[src/mfna_pkg.sv]
// Package for the mesh face normal assembler: payload structs, command codes,
// size constants and the queue entry type shared by the front and back parts.
// No dependencies.
package mfna_pkg;

	localparam int MAX_VERTICES_DEF = 16384;
	localparam int COORD_BITS_DEF   = 24;
	localparam int NORMAL_BITS_DEF  = 16;
	localparam int INDEX_BITS       = 15;
	localparam int CW               = 24;
	localparam int NW               = 16;

	localparam logic [1:0] CMD_VERTEX = 2'd0;
	localparam logic [1:0] CMD_FACE   = 2'd1;
	localparam logic [1:0] CMD_NEW    = 2'd2;
	localparam logic [1:0] CMD_QUERY  = 2'd3;

	typedef struct packed {
		logic [1:0]             cmd;
		logic signed [CW-1:0]   coord_x;
		logic signed [CW-1:0]   coord_y;
		logic signed [CW-1:0]   coord_z;
		logic [INDEX_BITS-1:0]  index_a;
		logic [INDEX_BITS-1:0]  index_b;
		logic [INDEX_BITS-1:0]  index_c;
	} in_item_t;

	typedef struct packed {
		logic signed [CW-1:0] vert_x;
		logic signed [CW-1:0] vert_y;
		logic signed [CW-1:0] vert_z;
		logic signed [NW-1:0] norm_x;
		logic signed [NW-1:0] norm_y;
		logic signed [NW-1:0] norm_z;
		logic                 last;
		logic                 status;
		logic signed [CW-1:0] center_x;
		logic signed [CW-1:0] center_y;
		logic signed [CW-1:0] center_z;
	} out_item_t;

	// Classified request handed from the front part to the back part.
	localparam logic [1:0] JOB_FACE  = 2'd0;
	localparam logic [1:0] JOB_BAD   = 2'd1;
	localparam logic [1:0] JOB_QUERY = 2'd2;

	typedef struct packed {
		logic [1:0]           kind;
		logic [INDEX_BITS:0]  ia;
		logic [INDEX_BITS:0]  ib;
		logic [INDEX_BITS:0]  ic;
		logic signed [CW-1:0] cen_x;
		logic signed [CW-1:0] cen_y;
		logic signed [CW-1:0] cen_z;
	} job_t;

endpackage

[src/mfna_front.sv]
// Front part: accepts requests, stores vertices, keeps the bounding box and
// classifies faces and queries into jobs. Uses mfna_pkg.
module mfna_front #(
	parameter int MAX_VERTICES = 16384,
	parameter int AW = 14
) (
	input  logic              clk,
	input  logic              arst_n,
	input  logic              in_valid,
	output logic              in_ready,
	input  mfna_pkg::in_item_t in_data,
	output logic              job_valid,
	input  logic              job_ready,
	output mfna_pkg::job_t    job,
	// high while a queued face may still read the vertex table
	input  logic              tbl_busy,
	// vertex table write port
	output logic              wr_en,
	output logic [AW-1:0]     wr_addr,
	output logic [3*mfna_pkg::CW-1:0] wr_data
);
	import mfna_pkg::*;

	localparam int CNTW = $clog2(MAX_VERTICES + 1);

	logic [CNTW-1:0]      count_q;
	logic signed [CW-1:0] min_x_q, max_x_q, min_y_q, max_y_q, min_z_q, max_z_q;
	logic                 empty_q;
	logic                 acc, is_bad, need_job;
	logic [INDEX_BITS:0]  ca, cb, cc;
	logic signed [CW:0]   sx, sy, sz;

	assign acc = in_valid && in_ready;
	assign need_job = (in_data.cmd == CMD_FACE) || (in_data.cmd == CMD_QUERY);
	// a job command needs queue room; new-mesh waits until queued faces have
	// read their vertices, since later vertices reuse the same entries
	assign in_ready = (in_data.cmd == CMD_NEW) ? !tbl_busy : (!need_job || job_ready);
	assign job_valid = in_valid && need_job;

	assign ca = {1'b0, in_data.index_a};
	assign cb = {1'b0, in_data.index_b};
	assign cc = {1'b0, in_data.index_c};

	always_comb begin
		is_bad = 1'b0;
		if (in_data.index_a == '0 || INDEX_BITS'(CNTW'(in_data.index_a)) != in_data.index_a
			|| CNTW'(in_data.index_a) > count_q)
			is_bad = 1'b1;
		if (in_data.index_b == '0 || INDEX_BITS'(CNTW'(in_data.index_b)) != in_data.index_b
			|| CNTW'(in_data.index_b) > count_q)
			is_bad = 1'b1;
		if (in_data.index_c == '0 || INDEX_BITS'(CNTW'(in_data.index_c)) != in_data.index_c
			|| CNTW'(in_data.index_c) > count_q)
			is_bad = 1'b1;
	end

	assign sx = ({min_x_q[CW-1], min_x_q} + {max_x_q[CW-1], max_x_q}) >>> 1;
	assign sy = ({min_y_q[CW-1], min_y_q} + {max_y_q[CW-1], max_y_q}) >>> 1;
	assign sz = ({min_z_q[CW-1], min_z_q} + {max_z_q[CW-1], max_z_q}) >>> 1;

	always_comb begin
		job.kind  = (in_data.cmd == CMD_QUERY) ? JOB_QUERY : (is_bad ? JOB_BAD : JOB_FACE);
		job.ia    = ca - 1'b1;
		job.ib    = cb - 1'b1;
		job.ic    = cc - 1'b1;
		job.cen_x = sx[CW-1:0];
		job.cen_y = sy[CW-1:0];
		job.cen_z = sz[CW-1:0];
	end

	assign wr_en   = acc && in_data.cmd == CMD_VERTEX && count_q < CNTW'(MAX_VERTICES);
	assign wr_addr = count_q[AW-1:0];
	assign wr_data = {in_data.coord_x, in_data.coord_y, in_data.coord_z};

	always_ff @(posedge clk or negedge arst_n) begin
		if (!arst_n) begin
			count_q <= '0;
			empty_q <= 1'b1;
			min_x_q <= '0; max_x_q <= '0;
			min_y_q <= '0; max_y_q <= '0;
			min_z_q <= '0; max_z_q <= '0;
		end else if (acc) begin
			case (in_data.cmd)
				CMD_VERTEX: begin
					if (wr_en)
						count_q <= count_q + 1'b1;
					empty_q <= 1'b0;
					if (empty_q || in_data.coord_x < min_x_q) min_x_q <= in_data.coord_x;
					if (empty_q || in_data.coord_x > max_x_q) max_x_q <= in_data.coord_x;
					if (empty_q || in_data.coord_y < min_y_q) min_y_q <= in_data.coord_y;
					if (empty_q || in_data.coord_y > max_y_q) max_y_q <= in_data.coord_y;
					if (empty_q || in_data.coord_z < min_z_q) min_z_q <= in_data.coord_z;
					if (empty_q || in_data.coord_z > max_z_q) max_z_q <= in_data.coord_z;
				end
				CMD_NEW: count_q <= '0;
				default: ;
			endcase
		end
	end

	assert property (@(posedge clk) disable iff (!arst_n)
		count_q <= CNTW'(MAX_VERTICES))
		else $error("vertex count past table size");
	assert property (@(posedge clk) disable iff (!arst_n)
		acc && in_data.cmd == CMD_VERTEX |=> !empty_q)
		else $error("box still empty after vertex");
	assert property (@(posedge clk) disable iff (!arst_n)
		acc && in_data.cmd == CMD_NEW |=> count_q == '0)
		else $error("new mesh did not clear count");
endmodule

[config.mk]
export PLATFORM = sky130hd
export DESIGN_NAME = mfna_front
export DESIGN_NICKNAME = d
export VERILOG_FILES = /design/src/mfna_pkg.sv /design/src/mfna_front.sv
export SDC_FILE = /design/constraint.sdc
export NUM_CORES = 1
export LEC_CHECK = 0
export BUFFER_PORTS_ARGS = -buffer_cell sky130_fd_sc_hd__buf_2
export CORE_AREA = 5 5 170 172
export DETAILED_ROUTE_END_ITERATION = 6
export DIE_AREA = 0 0 175 177
export PLACE_DENSITY = 0.95
export SYNTH_ARGS = -nofsm -noshare
export SYNTH_HDL_FRONTEND = slang
export SYNTH_SLANG_ARGS = --single-unit
[constraint.sdc]
create_clock -name clk -period 6.35 [get_ports clk]
set_clock_uncertainty 0.1 [all_clocks]
set_input_delay 0.635 -clock clk [delete_from_list [all_inputs] [get_ports clk]]
set_output_delay 0.635 -clock clk [all_outputs]
set_load 0.05 [all_outputs]
# ---- After elaboration in Yosys (flattened, before gate mapping)
# Cells that the tools add are included.
dict set report classes {
  n_lt_le_gt_ge 10
  n_reduce_logical 30
  mux 8
  eq_ne 4
  n_addsub 7
}
# cell n
set op_table {}
lappend op_table {{$add A24 B24 Y25} 3}
lappend op_table {{$gt A24 B24 Y1} 3}
lappend op_table {{$lt A24 B24 Y1} 3}
lappend op_table {{$sub A15 B1 Y16 const B} 3}
lappend op_table {{$gt A15 B15 Y1} 3}
lappend op_table {{$logic_not A15 Y1} 3}
lappend op_table {{$pmux W15 S2} 1}
lappend op_table {{$reduce_and A3 Y1} 7}
lappend op_table {{$add A15 B1 Y15 const B} 1}
lappend op_table {{$lt A15 B15 Y1 const B} 1}
lappend op_table {{$mux W15} 1}
lappend op_table {{$logic_or A1 B1 Y1} 11}
lappend op_table {{$mux W1} 5}
lappend op_table {{$eq A2 B2 Y1 const B} 2}
lappend op_table {{$logic_and A1 B1 Y1} 4}
lappend op_table {{$eq A2 B1 Y1 const B} 1}
lappend op_table {{$logic_not A1 Y1} 2}
lappend op_table {{$logic_not A2 Y1} 1}
lappend op_table {{$mux W2} 1}
lappend op_table {{$ne A2 B2 Y1 const B} 1}
lappend op_table {{$reduce_and A2 Y1} 1}
lappend op_table {{$reduce_bool A2 Y1} 1}
dict set report word_totals {
  register_bits 160
  inputBits 124
  elab_cells 67
  out_inout_bits 211
}

# ---- Longest topological paths before layout
# Gate-level depths: netlist (run 1).
dict set report depth {
  word_depth 10
  ltp_mapped 12
}

# ---- Worst setup path before layout (run 1)
# Ideal clock, no wire load.
dict set report synth_path {
  kind {input to output}
  start {input port in_data[30] (netlist name)}
  end {output port job[119] (netlist name)}
  t_arrival_ns 3.196
  setup_slack_ns 2.419
  t_required_ns 5.615
  n_path_buf 0
  stages 5
  path_cell_list {inv_1 -> nand3_1 -> nand2b_1 -> or2_2 -> nor4_1}
}
# item line_no
set synth_lines {}
lappend synth_lines {{start: declaration} mfna_front.sv:11} ;# input mfna_pkg::in_item_t in_data,
lappend synth_lines {{end: declaration} mfna_front.sv:14} ;# output mfna_pkg::job_t job,

==> results of run 1 <==
path summary, 6_finish.rpt:
check | slack [ns] | cells past startpoint | from | to
worst max-delay path | 1.91 | 11 | min_z_q[0] | job[23]
worst min-delay path | 0.04 | 1 | arst_n | min_x_q[6]
worst max register to register | 2.72 | 11 | min_z_q[23] | min_z_q[1]
worst min register to register | 0.44 | 1 | min_x_q[11] | min_x_q[11]
max in group asynchronous | 4.92 | 2 | arst_n | min_z_q[6]
min in group clk | 0.39 | 2 | in_data[69] | max_y_q[0]
worst max-delay path, delay by kind of cell (launching register included):
family	cells	cell delay (ns)
simple gates	1	0.19
fa+ha+maj	1	0.41
flops	1	0.42
compound gates	8	2.00
buf+inv	1	0.25
kinds of logic (layout without fill, tap and decap cells):
| kind of cell | after synthesis | count (layout) |
|---|---|---|
| compound gates | 425 | 425 |
| flops | 160 | 160 |
| simple gates | 473 | 473 |
| other cells | 0 | 2 |
| buf+inv | 325 | 564 |
| mux | 121 | 121 |
| xor+xnor | 97 | 97 |
| fa+ha+maj | 262 | 262 |
registers in the layout (all words and copies together), names as in the netlist:
name / flops
max_x_q: 24
max_y_q: 24
max_z_q: 24
min_x_q: 24
min_y_q: 24
min_z_q: 24
count_q: 15
empty_q: 1
Yosys cell counts, types with 33 or more instances:
master / n
o21ai_0: 86
a21o_1: 99
nand4_1: 53
nor3_1: 48
clkbuf_1: 39
nor3b_1: 50
nand2_1: 59
a21oi_1: 103
ha_1: 259
nor2_1: 101
nand3_1: 50
inv_1: 186
buf_4: 86
mux2_2: 96
and3_1: 33
dfrtp_1: 159
xnor2_1: 51
xor2_1: 46
layout make-up:
cell class,instances,area [um^2],area share [%]
clock buffer,19,443,2.40
antenna,2,5.00,0.0271
timing repair buffer,346,1770,9.59
multi-input combinational,1378,11000,59.5
clock inverter,13,116,0.631
inverter,186,698,3.79
tap,346,433,2.35
sequential,160,4010,21.7
layer usage:
layer / global-route usage (%) / vias to the layer above / part of all wire, %
li1: - / 7101 / -
met1: 34.0 / 7133 / 40
met2: 49.3 / 653 / 49
met3: 4.83 / 117 / 7.3
met5: 0 / - / 0.047
met4: 10.1 / 4 / 3.0
metrics by stage:
stage	utilization, %	hold WS [ns]	instance area, um^2
floorplan	-	0.239	16600
global placement	65.4	0.414	17900
detailed placement	65.4	0.416	17900
CTS	67.5	0.0805	18400
global route	67.5	0.0894	18400
finish	67.5	0.0438	18400
==> run metrics, run 1 <==
Total GRT Usage=27.8%; relative slew slack=39.2%; Cell variety after synth=75; global-route wire length before repair=72.1 mm; startpoint types=flip-flop; vias per inst=6.13; crit path kind=flip-flop to primary output; Least-Margin Pin Slew=0.912 ns; critical path capture point type=primary output; via count=15000; Avg Inst Size Synth=8.88 um^2; biggest area consumer among synthesized cells=dfrtp_1; clock sinks=160; drt first pass iters=6; worst path arrival time=3.70 ns; Cells after Synth=1863; Mapped Area=0.0166 mm^2; adder-cell share of the synthesized area=19.9%; fin cells=2450; Synth Area in Simple Gates=15.4%; Synth Area in Compound Gates=17.0%; Max clock buf depth=2; Cell Rows=61; routability cong.=0.919; Skew-Pair Late Insertion Delay=0.44 ns; DP Worst Slack=2.36 ns; synthesized flop and latch total=160; die width=175 um; commonest non-fill, non-tap cell in the layout=buf_2; Synth warnings=0; RSZ-0062 raised after global routing=no; min Tclk post-route=4.44 ns; Hold Path Class=input pin to asynchronous set/reset pin; post-synthesis mux area share=8.69%; Yosys top cell area share=24.0%; Synth-to-Final Area Change=11.4%; Post-Synth XOR/XNOR Area=5.13%; Placed Instances=2416; DR DRC count=0; Post-Route WL=44.5 mm; post_cts resized=0; Die Span Y=177 um; f_max=0.225 GHz; Synth Flop Type=dfrtp_1; CTS tree=built; Fin. Hold Viols=0; final worst path period share=69.9%; main combinational cell family by area after synthesis=adder cells; Post-synth EDFFs=0; largest cells by area after synthesis=dfrtp_1 (24%), ha_1 (20%), mux2_2 (6.5%); Worst EP required=5.61 ns; smallest setup slack after layout=1.91 ns; CP max-delay cell=o41ai_4; async set-reset flop share out of synthesis=100%; H-Tree Depth=4; die area=0.0310 mm^2; vias in the first global route=15000; core box area=0.0273 mm^2; share of cells above drive strength 1=24.8%; drt wl/cell=18.2 um; fin nets=2475; number of antenna violations at the first check in global routing=4; commonest non-fill, non-tap cells in the layout=buf_2 (333), ha_1 (258), inv_1 (186); status=finished clean; grt ovf=0; sequential fraction of the synthesis area=24.2%; placed wire-length estimate=34.7 mm; Net Count, Synth=2249; Final ANT Viol Nets=0; total setup buffers inserted after CTS=0; crit-path cells=and2_1 > fa_1 > a21oi_2 > o22ai_1 > o41a_1 > a41o_1 > o41ai_4 > o31ai_2 > o211ai_1 > a22o_1 > buf_2; DR iter-0 viols=1106; total CTS buffers=17; Starting Density=60.6%; Max-Cap Viols=0; Crit Path Max Fanout=6; TNS Setup=0 ns; Final Setup Violations=0; io pins=335; PortBufs=334; # hold bufs at CTS=0; fin. max-slew vios=0; largest net degree at the start of global routing=99; Layout fillers=2069; CTS Root Cell=clkbuf_16; clock-pin slew on the worst setup and hold paths=0.08 ns; largest incremental delay on the critical path=0.46 ns
Power of run 1 is left out: the tool's default activity adds up to more than one toggle a clock period on the data nets, which glitch-free logic cannot reach.
==> run 2, diff against run 1 <==
- CORE_AREA: 5 5 170 172 -> 5 5 185 187
- DIE_AREA: 0 0 175 177 -> 0 0 190 192
- PLACE_DENSITY: 0.95 -> 0.87
- clock period: 6.35 -> 3.9 ns (I/O delays scaled with it)
==> run metrics, run 2 (synthesis gave the netlist of run 1 again) <==
Post-Route WL=46.2 mm (+3.9%); Crit Path Max Fanout=7 (+1); Skew-Pair Late Insertion Delay=0.44 ns (about the same); min-delay src=in_data[82]; Hold Path End=max_y_q[13]; critical path capture point type=primary output; total CTS buffers=17 (unchanged); Synth-to-Final Area Change=14.4%; placed cell area=0.0181 mm^2 (+1.0%); CTS tree=built; vias in the first global route=15100 (+0.47%); Fin. Hold Viols=0 (unchanged); Layout fillers=2708 (+31%); Final ANT Viol Nets=0 (unchanged); Max-Cap Viols=0 (unchanged); final worst path period share=99.9%; fin. max-slew vios=0 (unchanged); worst path arrival time=3.41 ns (-0.29 ns); crit path kind=flip-flop to primary output; CTS Root Cell=clkbuf_16; CP Buf/Inv Count=1 (unchanged); drt first pass iters=5 (-1); CP max-delay cell=dfrtp_1; H-Tree Depth=4 (unchanged); commonest non-fill, non-tap cells in the layout=buf_2 (322), ha_1 (257), inv_1 (186); Cell Rows=66 (+8.2%); global-route wire length before repair=73.4 mm (+1.9%); placed wire-length estimate=35.9 mm (+3.2%); share of cells above drive strength 1=26.6% (+1.8 points); worst reg2reg path depth=8 (-3); PortBufs=334 (unchanged); number of diodes=0 (-2); register area=0.00401 mm^2 (unchanged); f_max=0.257 GHz; largest incremental delay on the critical path=0.40 ns (-0.06 ns); largest net degree at the start of global routing=98 (-1.0%); io pins=335 (unchanged); cell mode on critical path=a31oi_1; Final Setup Violations=0 (unchanged); Non-Filler Cell Area, Final=0.0189 mm^2 (+2.6%); clock-pin slew on the worst setup and hold paths=0.07 ns (about the same); worst r2r src=max_z_q[23]; Starting Density=51.3% (-9.3 points); Worst EP required=3.41 ns (-2.20 ns); die area=0.0365 mm^2 (+18%); crit-path cells=ha_1 > a211o_1 > a22oi_1 > a31oi_1 > o2111ai_1 > a31oi_1 > a311oi_1 > o21bai_1 > xnor2_1 > buf_4; r2r endpoint=max_z_q[16]; RSZ-0062 raised after global routing=yes; vias per inst=5.88 (-4.1%); routability cong.=0.913 (-0.65%); fin nets=2501 (+1.1%); via count=15100 (+0.61%); relative slew slack=44.6% (+5.4 points); Hold Path Class=input pin to flip-flop; clock sinks=160 (unchanged); CP delay by family, top=compound AO/OA/AOI/OAI gates; Die Span Y=192 um (+8.5%); R2R setup slack=0.86 ns (-1.86 ns); Total GRT Usage=24.3% (-3.5 points); min Tclk post-route=3.90 ns; status=finished clean; commonest non-fill, non-tap cell in the layout=buf_2; grt ovf=0 (unchanged); die width=190 um (+8.6%); core box area=0.0323 mm^2 (+18%); number of antenna violations at the first check in global routing=2 (-2); Max clock buf depth=2 (unchanged); fin util=58.6% (-8.9 points); multi-input logic area=0.0111 mm^2 (+0.98%); drt wl/cell=18.0 um (-0.95%); DR DRC count=0 (unchanged); startpoint types=flip-flop; DR iter-0 viols=851 (-23%); Worst Hold Path Cells=2; Least-Margin Pin Slew=0.831 ns (-0.0805 ns)
-- run 2: repair_timing --
item                                   4_1_cts  5_1_grt
setup endpoints to repair                    8       21
endpoints found under the hold margin       78        0
gates cloned                                 0        0
buffers inserted                            10        6
gates resized for setup                     19       22
pin swaps                                   13       13
hold buffers                                 1        0
-- run 2: through the flow --
stage / std cells / hold slack (ns) / setup TNS (ns) / worst slack [ns]
3_5_place_dp: 2521 / 0.418 / 0 / 0.203
2_1_floorplan: 1863 / -0.00559 / 0 / 0.304
4_1_cts: 2564 / 0.128 / -0.294 / -0.0851
3_3_place_gp: 2521 / 0.404 / 0 / 0.312
6_report: 2570 / 0.152 / 0 / 0.00473
5_1_grt: 2570 / 0.130 / -0.337 / -0.0988
-- run 2: layout make-up --
cell class                      instances  share of cell area, %
Clock buffer                           18                   2.27
Clock inverter                         14                  0.833
Tap cell                              442                   2.92
Inverter                              186                   3.69
Timing Repair Buffer                  372                   10.6
Sequential cell                       160                   21.2
Multi-Input combinational cell       1378                   58.5
-- run 2: worst max path at each step --
stage,endpoint,from,cells after the start,slack [ns]
CTS,job[21],min_z_q[0],12,-0.09
floorplan,job[22],max_z_q[13],7,0.30
global route,job[46],min_y_q[5],10,-0.1
detailed placement,job[21],min_z_q[0],11,0.20
finish,job[46],min_y_q[5],10,0.005
global placement,job[67],max_x_q[0],11,0.31
-- run 2: metal layers --
layer  wire length, um  vias to the layer above  GRT usage [%]
met5                32                        -              0
met4              1230                        4           8.18
met3              3150                      114           4.65
met2             22700                      609           42.8
met1             19100                     7212           29.9
li1                  -                     7161              -
Power of run 2 is left out for the same reason.
