--- src/mfna_pkg.sv ---
// Package for the mesh face normal assembler: payload structs, command codes,
// size constants and the queue entry type shared by the front and back parts.
// No dependencies.
package mfna_pkg;

	localparam int MAX_VERTICES_DEF = 16384;
	localparam int COORD_BITS_DEF   = 24;
	localparam int NORMAL_BITS_DEF  = 16;
	localparam int INDEX_BITS       = 15;
	localparam int CW               = 24;
	localparam int NW               = 16;

	localparam logic [1:0] CMD_VERTEX = 2'd0;
	localparam logic [1:0] CMD_FACE   = 2'd1;
	localparam logic [1:0] CMD_NEW    = 2'd2;
	localparam logic [1:0] CMD_QUERY  = 2'd3;

	typedef struct packed {
		logic [1:0]             cmd;
		logic signed [CW-1:0]   coord_x;
		logic signed [CW-1:0]   coord_y;
		logic signed [CW-1:0]   coord_z;
		logic [INDEX_BITS-1:0]  index_a;
		logic [INDEX_BITS-1:0]  index_b;
		logic [INDEX_BITS-1:0]  index_c;
	} in_item_t;

	typedef struct packed {
		logic signed [CW-1:0] vert_x;
		logic signed [CW-1:0] vert_y;
		logic signed [CW-1:0] vert_z;
		logic signed [NW-1:0] norm_x;
		logic signed [NW-1:0] norm_y;
		logic signed [NW-1:0] norm_z;
		logic                 last;
		logic                 status;
		logic signed [CW-1:0] center_x;
		logic signed [CW-1:0] center_y;
		logic signed [CW-1:0] center_z;
	} out_item_t;

	// Classified request handed from the front part to the back part.
	localparam logic [1:0] JOB_FACE  = 2'd0;
	localparam logic [1:0] JOB_BAD   = 2'd1;
	localparam logic [1:0] JOB_QUERY = 2'd2;

	typedef struct packed {
		logic [1:0]           kind;
		logic [INDEX_BITS:0]  ia;
		logic [INDEX_BITS:0]  ib;
		logic [INDEX_BITS:0]  ic;
		logic signed [CW-1:0] cen_x;
		logic signed [CW-1:0] cen_y;
		logic signed [CW-1:0] cen_z;
	} job_t;

endpackage

--- src/mfna_queue.sv ---
// Short job queue between the front and back parts. Uses mfna_pkg.
module mfna_queue #(
	parameter int DEPTH = 2
) (
	input  logic           clk,
	input  logic           arst_n,
	input  logic           wr_valid,
	output logic           wr_ready,
	input  mfna_pkg::job_t wr_data,
	output logic           rd_valid,
	input  logic           rd_ready,
	output mfna_pkg::job_t rd_data
);
	import mfna_pkg::*;

	localparam int PW = (DEPTH > 1) ? $clog2(DEPTH) : 1;

	job_t          mem_q [DEPTH];
	logic [PW-1:0] wp_q, rp_q;
	logic [PW:0]   cnt_q;
	logic          push, pop;

	assign wr_ready = cnt_q != (PW+1)'(DEPTH);
	assign rd_valid = cnt_q != '0;
	assign rd_data  = mem_q[rp_q];
	assign push = wr_valid && wr_ready;
	assign pop  = rd_valid && rd_ready;

	always_ff @(posedge clk) begin
		if (push)
			mem_q[wp_q] <= wr_data;
	end

	always_ff @(posedge clk or negedge arst_n) begin
		if (!arst_n) begin
			wp_q <= '0; rp_q <= '0; cnt_q <= '0;
		end else begin
			if (push) wp_q <= (wp_q == PW'(DEPTH-1)) ? '0 : wp_q + 1'b1;
			if (pop)  rp_q <= (rp_q == PW'(DEPTH-1)) ? '0 : rp_q + 1'b1;
			cnt_q <= cnt_q + (PW+1)'(push) - (PW+1)'(pop);
		end
	end

	assert property (@(posedge clk) disable iff (!arst_n)
		cnt_q <= (PW+1)'(DEPTH))
		else $error("queue overfilled");
	assert property (@(posedge clk) disable iff (!arst_n)
		push && !pop |=> cnt_q == $past(cnt_q) + 1'b1)
		else $error("queue count lost a push");
	assert property (@(posedge clk) disable iff (!arst_n)
		pop && !push |=> cnt_q == $past(cnt_q) - 1'b1)
		else $error("queue count lost a pop");
endmodule

--- config.mk ---
export PLATFORM = sky130hd
export DESIGN_NAME = mfna_queue
export DESIGN_NICKNAME = d
export VERILOG_FILES = /design/src/mfna_pkg.sv /design/src/mfna_queue.sv
export SDC_FILE = /design/constraint.sdc
export NUM_CORES = 1
export LEC_CHECK = 0
export ABC_CLOCK_PERIOD_IN_PS = 6900
export BUFFER_PORTS_ARGS = -buffer_cell sky130_fd_sc_hd__buf_2
export CAP_MARGIN = 30
export CORE_MARGIN = 3
export CORE_UTILIZATION = 46
export DETAILED_ROUTE_END_ITERATION = 8
export PLACE_DENSITY_LB_ADDON = 0.15
export SETUP_SLACK_MARGIN = 0.15
export SYNTH_ARGS = -nofsm -noshare
export SYNTH_HDL_FRONTEND = slang
export SYNTH_SLANG_ARGS = --single-unit
--- constraint.sdc ---
create_clock -name clk -period 6.9 [get_ports clk]
set_clock_uncertainty 0.1 [all_clocks]
set_input_delay 0.345 -clock clk [delete_from_list [all_inputs] [get_ports clk]]
set_output_delay 0.345 -clock clk [all_outputs]
set_load 0.005 [all_outputs]
-- Word level (Yosys, flattened, before mapping)
Memories as Yosys holds them, arrays and structs flattened.
Index checks and enable logic that the tools add are counted.
- register bits: 4
- memory bits (writable): 244
- input bits: 126
- output and inout bits: 124
- logic and storage cells: 16
- memories: 1
- $add $sub $neg: 4
- equality and inequality tests: 1
- mux-type cells: 4
- reduce and logical (&&, ||, !) cells: 3
- memories (memory ; words ; width ; rd ports ; clocked after Yosys merged registers in ; wr ports ; RTL line ; text):
    mem_q ; 2 ; 122 ; 1 ; 0 ; 1 ; mfna_queue.sv:18 ; job_t mem_q [DEPTH];
- operators by type and width (operator ; number):
    $mux 1 ; 4
    $add 1x1->1 const B ; 2
    $add 2x1->2 ; 1
    $logic_and 1x1->1 ; 2
    $ne 2x2->1 const B ; 1
    $reduce_bool 2->1 ; 1
    $sub 2x1->2 ; 1

-- Depth between registers and ports, before layout
Gate-level depths: netlist of the first run.
- depth in word-level cells: 4
- mapped depth: 5
- gate-level depth less buffers: 5

-- Least setup slack after synthesis of the first run
No wires, ideal clock.
- kind: reg2reg
- start: register cnt_q[0]
- end: memory mem_q[0][0] in the netlist's numbering, enable pin
- setup time: 0.604 ns
- arrival: 5.731 ns
- data required time: 6.196 ns
- slack: 0.465 ns
- cell stages (with the launch flop): 4
- path buffers: 0
- clock period less this slack: 6.435 ns
- cell sequence: dfrtp_1 > nand2b_1 > nand2_1 > nor2_1
- longest elaborated chain between the ends: 4
- ends and longest elaborated chain (item ; RTL line ; text):
    start, declared ; mfna_queue.sv:20 ; logic [PW:0] cnt_q;
    start signal, assigned ; mfna_queue.sv:40 ; cnt_q <= cnt_q + (PW+1)'(push) - (PW+1)'(pop);
    $ne 2x2->1 ; mfna_queue.sv:23 ; assign wr_ready = cnt_q != (PW+1)'(DEPTH);
    named net wr_ready ; mfna_queue.sv:8 ; output logic wr_ready,
    $logic_and 1x1->1 ; mfna_queue.sv:26 ; assign push = wr_valid && wr_ready;
    $mux 1 ; mfna_queue.sv:30 ; if (push)
    $mux 1 (implied by the code) ; mfna_queue.sv:31 ; mem_q[wp_q] <= wr_data;
    end, declared ; mfna_queue.sv:18 ;
The timed path passes the listed nets, and every way through them passes these cells.

==> run_results.csv, run 1 <==
group,metric,value,unit
floorplanning,core,0.0197,mm^2
routing,num_vias,5115,
critical_path,crit_end,"rd_data[110]",
place,place_hpwl,11600,um
sta,fin_crit,3400,ps
floorplanning,die_height,148,um
sta,fmax,0.294,GHz
synth,synth_top_family_by_area,"multiplexers",
synth,synth_xor_area_share,0.282,%
place,globalplace.congestion,0.735,
critical_path,reg2reg_depth,4,
clock_network,cts.repair.resized,0,
clock_network,cts.sinks,248,
synth,syn_nets,529,
synth,syn-cell-area,0.00931,mm^2
cells_and_area,final_cell_area,0.0128,mm^2
place,place_ws,3970,ps
min_path,hold_depth,3,
sta,max_slew_margin,35.8,%
synth,async_reset_ff_share,1.61,%
synth,synth_top_area_share,78.7,%
sta,finalCritPeriodShare,49.3,%
synth,yosys_warnings,0,
routing,drc,0,
critical_path,critical_path_class,"reg -> out",
cells_and_area,final_layout_size_suffix_gt1_share,51.4,%
synth,post_synth_num_cell_types,20,
routing,drt_wl_total,18700,um
critical_path,critPathLaunch,"rp_q",
global_routing,grt_pass1_wl,29100,um
critical_path,start_kind,"flop",
floorplanning,die_w,148,um
global_routing,grt_pass1_vias,5591,
synth,synth-seq-cells,248,
synth,synth_compound_area_share,0.336,%
clock_network,path_clk_slew,60,ps
floorplanning,io-pin-count,250,
routing,drt_iter0_markers,240,
sta,setup_slack,3500,ps
outcome,status,"completed",
routing,drt_pass1_iterations,4,
cells_and_area,final_common_cell,"buf_2",
sta,tightest_slew,962,ps
synth,synth_area_leaders,"edfxtp_1 (79%), mux2_4 (11%), mux2_2 (6.3%)",
place,place_area,0.0109,mm^2
global_routing,grt_max_degree,65,
clock_network,cts_made_buffers,25,
cells_and_area,antenna_cells,0,
routing,vias_per_cell,4.75,
clock_network,insertion_delay,500,ps
min_path,hold_class,"in -> reg",
critical_path,arrival,2960,ps
power,p_per_area,378,mW/mm^2
clock_network,cts_tree,"done",
flow_run,drv_cap,0,
clock_network,htreeDepth,1,
cells_and_area,area_growth,37.8,%
critical_path,endpoint_kind,"output port",
routing,drtAntennaViolNets,0,
synth,synthMuxAreaShare,17.6,%
clock_network,cts-root-buf,"clkbuf_16",
critical_path,rrSetupSlack,4330,ps
floorplanning,dieArea,0.0220,mm^2
global_routing,groute.usage.overall,16.6,%
synth,synth-simple-area-share,0.524,%
cells_and_area,layout_common_cells,"buf_2 (249), edfxtp_1 (244), dlygate4sd3_1 (123)",
global_routing,grt.overflow.total,0,
global_routing,antenna_found_initial,0,
synth,yosysTopAreaCell,"edfxtp_1",
sta,final_hold_viol_count,0,
synth,synth_flop_cell,"edfxtp_1",
cells_and_area,nets,920,
floorplanning,start_util,47.4,%
synth,postSynthAreaPerCell,23.2,um^2
clock_network,cts_buffer_depth,3,
critical_path,cp_data_required_time,6450,ps
synth,synth_edf_count,244,
sta,setup_viol,0,
synth,synthCells,402,
synth,synthAdderAreaFrac,0.134,%
sta,rsz0062_at_grt,"no",
critical_path,regToRegEndpoint,"mem_q[1][28]",
sta,slew_viol_final,0,
power,irDropWorstVdd,248,uV
sta,final.setup.tns,0,ps
synth,ys_seq_area_share,79.8,%
critical_path,regToRegStartpoint,"cnt_q[0]",
critical_path,critical_path.max_fanout,64,
floorplanning,std_cell_rows,51,
power,static-leakage-power,5.05,nW
routing,wire_per_inst,17.4,um
place,port_buffers,249,
## metal layers
metal | part of all wire, % | global-route usage (%)
met1 | 39 | 20.0
met2 | 51 | 29.1
met3 | 7.8 | 5.12
met4 | 2.5 | 4.34
met5 | 0 | 0
## power by group
group / internal [W] / switching (W) / total, W
Combinational: 0.000788 / 0.000620 / 0.00141
Sequential: 0.00206 / 0.000164 / 0.00222
Clock: 0.000695 / 0.000518 / 0.00121
Total: 0.00354 / 0.00130 / 0.00485
## per-stage QoR
stage               std cells  hold slack (ps)  total power [W]  utilization, %
CTS                      1076             19.4          0.00491            65.3
finish                   1076             41.4          0.00485            65.3
global placement          906             57.8          0.00358            55.0
detailed placement        908             59.5          0.00363            55.3
global route             1076             52.8          0.00509            65.3
floorplan                 402            -50.6          0.00314               -
## cell type report
cell class	count	area [um^2]
Clock buffer	34	689
Clock inverter	11	50.0
Fill cell	1381	6820
Multi-Input combinational cell	140	1770
Sequential cell	248	7430
Tap cell	265	332
Timing Repair Buffer	378	2560
## sequential cells by signal (all words and copies together) (netlist names)
| register | cells |
|---|---|
| mem_q | 244 |
| cnt_q | 2 |
| rp_q | 1 |
| wp_q | 1 |
## worst max-delay path, stage by stage, from the launching register on
cell and delay, ps:
dfrtp_4 1040, buf_4 540, buf_16 330, mux2_2 380, buf_2 130
## worst min-delay path by stage
stage,start,end,slack (ps)
after CTS,rd_ready,rp_q,20
after global routing,rd_ready,rp_q,50
final,rd_ready,rp_q,40
after global placement,arst_n,cnt_q[0],60
after detailed placement,arst_n,cnt_q[0],60
after floorplan,arst_n,cnt_q[0],-50
## Yosys cell counts (all sizes together) (2+ instances only)
cell type / instances
xnor2: 3
nor2: 3
dfrtp: 4
edfxtp: 244
buf: 14
nand2: 2
mux2: 122
## repair_timing
| action | in CTS | in global routing |
|---|---|---|
| hold endpoints to repair | 248 | 0 |
| buffers inserted | 0 | 0 |
| hold buffers | 123 | 0 |
## kinds of logic after synthesis
family,after synthesis
and+or+nand+nor,10
muxes,122
DFF,248
adders and majority gates,1
buffers and inverters,14
xor gates and xnor gates,3
AOI/OAI and AO/OA,4
(Power assumes the default switching activity.)
==> run 2: changes to the inputs <==
ABC_CLOCK_PERIOD_IN_PS = 3100   (was 6900)
clock period = 3.1 ns   (was 6.9 ns; I/O delays follow)
==> run 2 against run 1 <==
- flip-flop and latch count unchanged
- register-to-register slack lost 3200 ps
- core utilization increased by 0.64 points
- via count up 0.47%
- final area increased by 0.99%
- final cell count rose by 0.37%
- combinational power rose by 140%
- non-clock buffer count grew 3
- sequential share of layout area fell by 0.56 points
- clock power up 140%
- routed wire length up 0.89%
==> run_results.csv, run 2 (synthesis results as in run 1) <==
group,metric,value,unit
outcome,status,"completed",
floorplanning,dieArea,0.0220,mm^2
routing,drt_iter0_markers,277,
place,globalplace.congestion,0.727,
floorplanning,start_util,47.4,%
clock_network,cts.sinks,248,
clock_network,htreeDepth,1,
routing,drt_wl_total,18900,um
min_path,hold_class,"in -> reg",
floorplanning,io-pin-count,250,
sta,rsz0062_at_grt,"no",
global_routing,grt.overflow.total,0,
place,dp.cells,908,
place,port_buffers,249,
clock_network,cts-root-buf,"clkbuf_16",
floorplanning,std_cell_rows,51,
power,power,0.0110,W
cells_and_area,top_register,"mem_q",
sta,fmax,0.452,GHz
global_routing,antenna_found_initial,0,
critical_path,critical_path.max_fanout,69,
sta,setup_viol,0,
cells_and_area,layoutNonFillerInstCount,1080,
cells_and_area,final_common_cell,"buf_2",
sta,finalCritPeriodShare,71.4,%
clock_network,cts_buffer_depth,3,
cells_and_area,largest_reg_flops,244,
sta,tightest_slew,742,ps
routing,drtAntennaViolNets,0,
cells_and_area,area_growth,39.2,%
power,seqPwrFrac,43.3,%
cells_and_area,antenna_cells,0,
power,static-leakage-power,5.10,nW
clock_network,cts_made_buffers,26,
global_routing,grt_pass1_vias,5455,
cells_and_area,reg.largest.list,"mem_q: 244 flops, cnt_q: 2 flops",
sta,final_hold_viol_count,0,
routing,drc,0,
power,irDropWorstVdd,586,uV
flow_run,drv_cap,0,
critical_path,endpoint_kind,"output port",
cells_and_area,nets,924,
place,place_ws,1100,ps
floorplanning,core,0.0197,mm^2
place,place_hpwl,11600,um
sta,setup_slack,887,ps
clock_network,cts_setup_buffers,0,
floorplanning,die_height,148,um
routing,drt_pass1_iterations,4,
cells_and_area,final_layout_size_suffix_gt1_share,51.2,%
sta,fin_crit,2210,ps
floorplanning,die_w,148,um
sta,final.setup.tns,0,ps
global_routing,groute.usage.overall,16.7,%
critical_path,critical_path_class,"reg -> out",
cells_and_area,layout_common_cells,"buf_2 (249), edfxtp_1 (244), dlygate4sd3_1 (126)",
critical_path,start_kind,"flop",
power,p_per_area,851,mW/mm^2
global_routing,grt_pass1_wl,29000,um
power,power.internal,0.00809,W
sta,max_slew_margin,50.5,%
routing,vias_per_cell,4.76,
clock_network,cts_tree,"done",
global_routing,grt_max_degree,70,
routing,wire_per_inst,17.5,um
routing,num_vias,5139,
sta,slew_viol_final,0,
power,clkPwrFrac,26.5,%
critical_path,cp_data_required_time,2840,ps
critical_path,arrival,1960,ps
power,p_sw,0.00294,W
power,combPwrFrac,30.1,%
clock_network,path_clk_slew,60,ps
sta,hold_slack,259,ps
power,swShare,26.7,%
clock_network,insertion_delay,510,ps
==> run 2: repair_timing <==
action | 4_1_cts | 5_1_grt
endpoints found under the hold margin | 251 | 0
resized for setup | 0 | 0
hold buffers | 126 | 0
setup endpoints to repair | 0 | 0
==> run 2: area by class of cell <==
type	count	area [um^2]
Multi-Input combinational cell	140	1780
Timing Repair Buffer	381	2600
Sequential cell	248	7430
Fill cell	1402	6700
Tap cell	265	332
Clock buffer	28	679
Clock inverter	18	131
==> run 2: worst max-delay path: stages (launching register included) <==
cell and delay [ps]:
dfrtp_4 440, buf_12 360, mux2_2 420, buf_2 130
==> run 2: power by group through the flow <==
| stage | clock network [W] | logic [W] | registers (W) |
|---|---|---|---|
| 6_report | 0.00293 | 0.00332 | 0.00478 |
| 2_1_floorplan | 0 | 0.00210 | 0.00482 |
| 4_1_cts | 0.00300 | 0.00339 | 0.00479 |
| 3_5_place_dp | 0 | 0.00325 | 0.00486 |
| 5_1_grt | 0.00312 | 0.00359 | 0.00485 |
| 3_3_place_gp | 0 | 0.00322 | 0.00480 |
==> run 2: final timing paths <==
check,slack [ps],endpoint,cells past startpoint,startpoint
min in group asynchronous,470,rp_q,3,arst_n
worst min register to register,480,wp_q,1,wp_q
worst max register to register,1100,mem_q[1][24],3,cnt_q[0]
max in group asynchronous,2230,rp_q,3,arst_n
worst max-delay path,890,rd_data[117],3,rp_q
worst min-delay path,260,mem_q[1][6],2,wr_data[6]
==> run 2: stage by stage <==
stage | instance area (um^2) | util (%)
after global routing | 13000 | 65.9
after CTS | 13000 | 65.9
after detailed placement | 10900 | 55.4
final | 13000 | 65.9
after floorplan | 9340 | -
after global placement | 10900 | 55.4
==> run 2: metal layers <==
layer,up-vias,track usage [%],share of wire (%),routed length [um]
met5,-,0,0,0
met4,0,4.39,2.1,406
met3,31,4.66,8.0,1500
met2,203,28.2,50,9410
met1,2508,21.4,40,7560
li1,2397,-,-,-
==> run 3: changes to the inputs <==
ABC_CLOCK_PERIOD_IN_PS = 2000   (was 3100)
clock period = 2 ns   (was 3.1 ns; I/O delays follow)
==> run 3 against run 2 <==
- the run now ends with negative setup slack left
- sequential share of layout area shrank 3.7 points
- sequential power is 55% higher
- power grew 73%
- via count up 3.2%
- hold slack got worse by 42 ps
- critical path type unchanged
- largest cell class unchanged
==> run_results.csv, run 3 (synthesis results as in run 1) <==
group,metric,value,unit
clock_network,path_clk_slew,60,ps
place,port_buffers,249,
sta,rsz0062_at_grt,"yes",
critical_path,critical_path_class,"reg -> out",
cells_and_area,nets,951,
min_path,hold_class,"in -> reg",
cells_and_area,final_common_cell,"edfxtp_1",
sta,finalCritPeriodShare,100,%
power,p_per_area,1380,mW/mm^2
critical_path,start_kind,"flop",
critical_path,reg2reg_depth,3,
routing,wire_per_inst,18.6,um
cells_and_area,final_layout_size_suffix_gt1_share,52.7,%
cells_and_area,top_register,"mem_q",
place,place_hpwl,11600,um
sta,fmax,0.500,GHz
cells_and_area,largest_reg_flops,244,
critical_path,arrival,1800,ps
cells_and_area,n_fill_cell,1301,
global_routing,grt_pass1_wl,28900,um
place,globalplace.congestion,0.755,
floorplanning,start_util,47.4,%
outcome,status,"complete, but fails checks",
place,place_ws,247,ps
routing,drt_iter0_markers,248,
cells_and_area,layout_common_cells,"edfxtp_1 (244), buf_2 (198), dlygate4sd3_1 (126)",
min_path,hp-start,"wr_data[64]",
floorplanning,io-pin-count,250,
floorplanning,dieArea,0.0220,mm^2
global_routing,antenna_found_initial,0,
power,power,0.0191,W
global_routing,grt_max_degree,67,
power,static-leakage-power,5.48,nW
sta,slew_viol_final,0,
sta,fin_crit,2000,ps
critical_path,rrSetupSlack,270,ps
sta,tightest_slew,384,ps
sta,final_hold_viol_count,0,
routing,drtAntennaViolNets,0,
flow_run,drv_cap,0,
power,irDropWorstVdd,831,uV
floorplanning,die_w,148,um
critical_path,endpoint_kind,"output port",
critical_path,regToRegEndpoint,"mem_q[1][107]",
outcome,violations,"negative setup slack",
critical_path,cp_data_required_time,1800,ps
floorplanning,die_height,148,um
routing,drt_wl_total,20600,um
clock_network,cts_made_buffers,26,
clock_network,cts-root-buf,"clkbuf_16",
cells_and_area,layoutNonFillerInstCount,1108,
clock_network,cts_buffer_depth,3,
sta,max_slew_margin,74.4,%
routing,vias_per_cell,4.79,
sta,setup_slack,-1.15,ps
global_routing,grt_pass1_vias,5583,
min_path,whs_endpoint,"mem_q[1][64]",
routing,num_vias,5305,
routing,drc,0,
clock_network,insertion_delay,500,ps
global_routing,grt.overflow.total,0,
sta,hold_slack,216,ps
place,dp.cells,912,
cells_and_area,antenna_cells,0,
global_routing,groute.usage.overall,16.5,%
routing,drt_pass1_iterations,4,
cells_and_area,reg.largest.list,"mem_q: 244 flops, cnt_q: 2 flops",
floorplanning,core,0.0197,mm^2
critical_path,regToRegStartpoint,"cnt_q[0]",
sta,setup_viol,1,
cells_and_area,area_growth,48.7,%
critical_path,critPathLaunch,"rp_q",
clock_network,cts_tree,"done",
floorplanning,std_cell_rows,51,
critical_path,critical_path.max_fanout,8,
clock_network,cts.sinks,248,
min_path,hold_depth,2,
clock_network,htreeDepth,1,
[run 3: repair_timing]
action	4_1_cts	5_1_grt
setup endpoints to repair	122	122
hold buffers	126	0
buffers inserted	2	5
gates cloned	1	15
endpoints found under the hold margin	252	0
resized for setup	39	31
[run 3: metal layers]
layer / vias up / GRT usage [%] / wire [um]
met5: - / 0 / 0
met4: 0 / 4.94 / 454
met1: 2600 / 21.0 / 8310
met2: 213 / 27.8 / 10300
met3: 33 / 4.75 / 1530
li1: 2459 / - / -
[run 3: area by class of cell]
| cell class | count | area (um^2) | area share (%) |
|---|---|---|---|
| Sequential cell | 248 | 7430 | 53.7 |
| Timing Repair Buffer | 408 | 3480 | 25.2 |
| Multi-Input combinational cell | 140 | 1790 | 12.9 |
| Clock buffer | 36 | 709 | 5.12 |
| Tap cell | 265 | 332 | 2.39 |
| Clock inverter | 11 | 98.8 | 0.714 |
[run 3: worst max path at each step]
| stage | to | slack (ps) | cells after the start |
|---|---|---|---|
| global route | rd_data[82] | -50 | 4 |
| CTS | rd_data[108] | -40 | 3 |
| detailed placement | mem_q[1][101] | 250 | 3 |
| finish | rd_data[82] | -1 | 4 |
| global placement | mem_q[1][7] | 290 | 3 |
| floorplan | mem_q[0][0] | -960 | 3 |
[run 3: stage by stage]
stage	TNS [ps]	area, um^2	utilization (%)
after CTS	-918	13300	67.9
final	-1.15	13800	70.4
after global routing	-2240	13800	70.4
after detailed placement	0	11000	55.9
after global placement	0	11000	55.9
after floorplan	-197000	9340	-
[run 3: power breakdown]
part	leakage, nW	switching [W]	internal, W
Combinational	2.77	0.00291	0.00423
Sequential	2.32	0.000314	0.00710
Clock	0.395	0.00180	0.00272
[run 3: worst max-delay path: stages, from the launching register on]
cell       delay, ps
dfrtp_4          520
buf_6            160
clkbuf_16        170
mux2_4           300
buf_2            130
